<file path="src/rtl/rau_pkg.sv">
// Shared constants, operation codes and types for the rational arithmetic unit.
`default_nettype none
package rau_pkg;
  localparam int NUM_WIDTH = 32;
  localparam int DEN_WIDTH = NUM_WIDTH - 1;
  localparam int WIDE      = 64;

  localparam logic [3:0] OP_ADD = 4'd0;
  localparam logic [3:0] OP_SUB = 4'd1;
  localparam logic [3:0] OP_MUL = 4'd2;
  localparam logic [3:0] OP_DIV = 4'd3;
  localparam logic [3:0] OP_MOD = 4'd4;
  localparam logic [3:0] OP_GT  = 4'd5;
  localparam logic [3:0] OP_GTE = 4'd6;
  localparam logic [3:0] OP_LT  = 4'd7;
  localparam logic [3:0] OP_LTE = 4'd8;
  localparam logic [3:0] OP_EQ  = 4'd9;

  // Divider request: unsigned 64-bit dividend over divisor.
  typedef struct packed {
    logic            start;
    logic [WIDE-1:0] dividend;
    logic [WIDE-1:0] divisor;
  } div_req_t;

  typedef struct packed {
    logic            done;
    logic [WIDE-1:0] quot;
    logic [WIDE-1:0] rem;
  } div_rsp_t;
endpackage
`default_nettype wire

</file>
<file path="src/rtl/rau_div.sv">
// Shared restoring divider, one quotient bit per cycle.
`default_nettype none
module rau_div import rau_pkg::*; (
  input  wire      clk,
  input  wire      rst_n,
  input  div_req_t req,
  output div_rsp_t rsp
);
  logic [WIDE-1:0] q_r, q_nxt, r_r, r_nxt, d_r, d_nxt;
  logic [6:0]      cnt_r, cnt_nxt;
  logic            busy_r, busy_nxt, done_r, done_nxt;
  logic [WIDE:0]   trial;

  always_comb begin
    q_nxt = q_r; r_nxt = r_r; d_nxt = d_r;
    cnt_nxt = cnt_r; busy_nxt = busy_r; done_nxt = 1'b0;
    trial = {r_r, q_r[WIDE-1]} - {1'b0, d_r};
    if (req.start) begin
      q_nxt = req.dividend; r_nxt = '0; d_nxt = req.divisor;
      cnt_nxt = 7'(WIDE); busy_nxt = 1'b1;
    end else if (busy_r) begin
      if (!trial[WIDE]) begin
        r_nxt = trial[WIDE-1:0];
        q_nxt = {q_r[WIDE-2:0], 1'b1};
      end else begin
        r_nxt = {r_r[WIDE-2:0], q_r[WIDE-1]};
        q_nxt = {q_r[WIDE-2:0], 1'b0};
      end
      cnt_nxt = cnt_r - 7'd1;
      if (cnt_r == 7'd1) begin
        busy_nxt = 1'b0; done_nxt = 1'b1;
      end
    end
  end

  always_ff @(posedge clk) begin
    if (!rst_n) begin
      busy_r <= 1'b0; done_r <= 1'b0; cnt_r <= '0;
    end else begin
      busy_r <= busy_nxt; done_r <= done_nxt; cnt_r <= cnt_nxt;
    end
    q_r <= q_nxt; r_r <= r_nxt; d_r <= d_nxt;
  end

  assign rsp.done = done_r;
  assign rsp.quot = q_r;
  assign rsp.rem  = r_r;
endmodule
`default_nettype wire

</file>
<file path="config.mk">
export PLATFORM = sky130hd
export DESIGN_NAME = rau_div
export DESIGN_NICKNAME = d
export VERILOG_FILES = /design/src/rtl/rau_pkg.sv /design/src/rtl/rau_div.sv
export SDC_FILE = /design/constraint.sdc
export NUM_CORES = 1
export LEC_CHECK = 0
export ABC_CLOCK_PERIOD_IN_PS = 2800
export BUFFER_PORTS_ARGS = -buffer_cell sky130_fd_sc_hd__buf_2
export CORE_MARGIN = 4
export CORE_UTILIZATION = 45
export CTS_CLUSTER_DIAMETER = 150
export CTS_CLUSTER_SIZE = 28
export DETAILED_ROUTE_END_ITERATION = 6
export GPL_ROUTABILITY_DRIVEN = 0
export MAX_ROUTING_LAYER = met4
export PLACE_DENSITY = 0.71
export SYNTH_ARGS = -nofsm -noshare
export SYNTH_HDL_FRONTEND = slang
export SYNTH_SLANG_ARGS = --single-unit
export TNS_END_PERCENT = 1
</file>
<file path="constraint.sdc">
create_clock -name clk -period 2.8 [get_ports clk]
set_input_delay 0.14 -clock clk [delete_from_list [all_inputs] [get_ports clk]]
set_output_delay 0.14 -clock clk [all_outputs]
set_load 0.01 [all_outputs]
</file>
==> impl_metrics.py <==
metrics = {
    "detailed_routing": {
        "first_iter_violations": 698,
        "firstDrtPassIters": 5,
        "post_drt_wl_per_cell_um": 18.2,
        "wirelength_um": 38100,
        "viasPerCell": 5.42,
        "drc": 0,
        "drt.antenna.violating_nets": 0,
        "vias": 11400,
    },
    "cells_and_area": {
        "fillCellCount": 2068,
        "areaGrowthSynthToFinish_pct": 42.7,
        "finalNetCount": 1955,
        "fin_area_sq_mm": 0.0172,
        "drive_gt1_share_pct": 35.6,
        "final_cells": 2097,
        "finish.utilization_pct": 65.6,
    },
    "worst_setup_path": {
        "critPathLaunch": "q_r[63]",
        "crit_fanout": 5,
        "path_delay_family": "compound AO/OA/AOI/OAI gates",
        "critPathCapture": "r_r[2]",
        "crit_buf_inv": 3,
        "cp_data_required_time_ns": 3.19,
        "rr_endpoint": "r_r[2]",
        "r2r-start": "q_r[63]",
        "end_kind": "flop",
        "rr_worst_depth": 15,
        "cp.depth": 15,
        "slowest_stage": "edfxtp_1",
        "worst_ep_arrival_time_ns": 3.57,
        "max_stage_delay_ns": 0.42,
        "ff2ff_setup_slack_ns": -0.38,
        "cp_cell_sequence": "inv_1 > ha_2 > fa_2 > nor2b_4 > o31ai_4 > a31oi_2 > buf_4 > a31o_4 > o21ai_4 > o2111ai_2 > a21o_2 > and2_4 > buf_12 > mux2i_4 > a211oi_2",
        "path_class": "reg2reg",
        "cp-start-kind": "flop",
    },
    "worst_hold_path": {
        "min_path_type": "in2reg",
    },
    "sta": {
        "slew_headroom_pct": 32.4,
        "hold_violations": 0,
        "final_max_slew_viol_count": 0,
        "setup_viol": 65,
        "finalClockSkew_ns": 0.0318,
        "period_share_pct": 114,
        "rsz0062_at_grt": "yes",
        "worst_pin_slew_ns": 1.01,
        "min_period_ns": 3.18,
        "fmax_mhz": 314,
        "finalWorstSetupSlack_ns": -0.380,
        "whs_ns": 0.0138,
    },
    "yosys": {
        "synth_area_sq_mm": 0.0120,
        "synth_edf_count": 128,
        "synth_nets": 1391,
        "yosysWarnings": 0,
        "synth_top_area_share_pct": 32.0,
        "synth_cell_type_count": 71,
        "synth-seq-cells": 201,
        "synth_common_cells": "128 x edfxtp_1, 109 x nor2_1, 90 x inv_1",
        "ys_seq_area_share_pct": 44.1,
        "yosysMostFrequentCell": "edfxtp_1",
        "synth-main-ff-cell": "edfxtp_1",
        "synthCells": 1193,
        "synth_async_sr_flop_share_pct": 0,
        "ys_top_cells_by_area": "edfxtp_1 32%, dfxtp_1 12%, ha_1 6.9%",
        "synth_area_per_cell_sq_um": 10.1,
        "yosys.area.top_type": "edfxtp_1",
    },
    "die": {
        "rows": 59,
        "die_h_um": 171,
        "ios": 260,
        "core-area_sq_mm": 0.0261,
        "dieArea_sq_mm": 0.0294,
        "die_w_um": 171,
        "start_util_pct": 46.0,
    },
    "pwr": {
        "leakage_nw": 7.72,
        "peakVddDrop_mv": 0.531,
        "p_int_mw": 5.81,
        "swShare_pct": 32.6,
        "seqPwrFrac_pct": 41.9,
        "power_frac_clock_pct": 20.6,
        "powerDensity_mw_per_mm2": 503,
        "power_mw": 8.63,
        "power_switching_mw": 2.81,
        "p_comb_share_pct": 37.5,
    },
    "clock_tree": {
        "cts_tree": "built",
        "clkSlewWorstSetupHoldPaths_ns": 0.11,
        "htree_levels": 1,
        "cts_root_buf": "clkbuf_16",
        "cts_made_buffers": 11,
        "clk_latency_ns": 0.49,
        "numClockSinks": 201,
        "cts_buffer_depth": 3,
    },
    "status": {
        "violations": "setup timing",
        "status": "complete, but fails checks",
    },
    "job": {
        "drv_cap": 0,
    },
    "placement": {
        "hpwl_um": 26800,
        "dpl-instance-area_sq_mm": 0.0152,
        "numPortBuffers": 259,
        "dp.cells": 1948,
    },
    "global_routing": {
        "grt_pass1_vias": 11500,
        "antenna_found_initial": 1,
        "grt_max_degree": 193,
        "grt_pass1_wl_um": 58700,
        "gr-total-overflow": 0,
        "grt_usage_pct": 25.3,
    },
}
what timing repair did:
action | CTS | global route
cloned | 1 | 4
pin swaps | 44 | 31
hold buffers | 122 | 1
hold endpoints to repair | 123 | 1
setup endpoints to repair | 65 | 65
buffers inserted | 1 | 3
gates resized for setup | 23 | 43
power by group through the flow:
stage | combinational (mW) | sequential [mW] | clock (mW)
after global placement | 2.82 | 3.66 | 0
after CTS | 3.08 | 3.61 | 1.83
after detailed placement | 2.88 | 3.67 | 0
after global routing | 3.50 | 3.65 | 1.94
final | 3.23 | 3.62 | 1.77
after floorplan | 1.57 | 3.75 | 0
cell type report:
type	instances	area, sq um	area share, %
inverters	92	345	2.01
clock inverters	1	30.0	0.175
diodes	1	2.50	0.0146
multi-input cells	840	6320	36.9
clock buffers	16	294	1.71
well taps	335	419	2.44
repair buffers	611	4430	25.8
flip-flops and latches	201	5310	31.0
registers in the layout (all words and copies together), names as in the netlist:
register  flops
busy_r        1
cnt_r         7
d_r          64
done_r        1
q_r          64
r_r          64
per-layer routing:
| metal | wire, um | share of wire, % | track usage (%) | vias to the layer above |
|---|---|---|---|---|
| li1 | - | - | - | 5488 |
| met1 | 16100 | 42 | 31.9 | 5357 |
| met2 | 18400 | 48 | 42.4 | 445 |
| met3 | 2320 | 6.1 | 3.49 | 82 |
| met4 | 1310 | 3.4 | 7.65 | 0 |
| met5 | 0 | 0 | - | - |
placed cells by master, fill, tap and decap left out, types with 13 or more instances in the layout:
master,n
edfxtp_1,128
o21a_1,15
a21oi_1,80
o21ai_0,32
nand3_1,16
a211oi_1,53
buf_4,214
nor3_1,18
o21bai_1,14
a21o_1,26
inv_1,90
nand2_1,74
nor2_1,106
mux2_2,63
xor2_1,22
nand4_1,21
xnor2_1,39
dlygate4sd3_1,123
ha_1,61
buf_2,258
clkbuf_16,14
and3_1,13
mux2i_1,44
dfxtp_1,72
cell families (layout without fill, tap and decap cells):
kind of cell,Yosys count,in the layout,share of synthesized area (%)
and+or+nand+nor,294,295,11.4
AOI/OAI and AO/OA,307,307,17.5
other,0,1,0
adders and majority gates,67,67,7.04
DFF,201,201,44.1
xor gates and xnor gates,61,61,4.44
muxes,110,110,9.82
buffers and inverters,153,720,5.74
worst register-to-register path, stage by stage, from the launching register on:
cell,delay (ns)
edfxtp_1,0.42
inv_1,0.08
ha_2,0.20
fa_2,0.24
nor2b_4,0.06
o31ai_4,0.24
a31oi_2,0.14
buf_4,0.16
a31o_4,0.23
o21ai_4,0.19
o2111ai_2,0.14
a21o_2,0.26
and2_4,0.21
buf_12,0.16
mux2i_4,0.19
a211oi_2,0.18
worst min-delay path by stage:
stage | start | end | slack [ns] | cells past startpoint
finish | req[70] | q_r[6] | 0.01 | 2
global route | req[89] | q_r[25] | 0.003 | 2
CTS | req[117] | q_r[53] | 0.001 | 2
detailed placement | req[39] | d_r[39] | 0.32 | 1
global placement | req[54] | d_r[54] | 0.32 | 1
floorplan | req[0] | d_r[0] | 0.24 | 0
metrics by stage:
stage | TNS (ns) | setup WS [ns]
after floorplan | -15.03 | -0.262
after global placement | -18.37 | -0.334
after detailed placement | -28.72 | -0.531
after CTS | -21.72 | -0.428
after global routing | -31.14 | -0.552
final | -19.76 | -0.380
(Power assumes the default switching activity.)
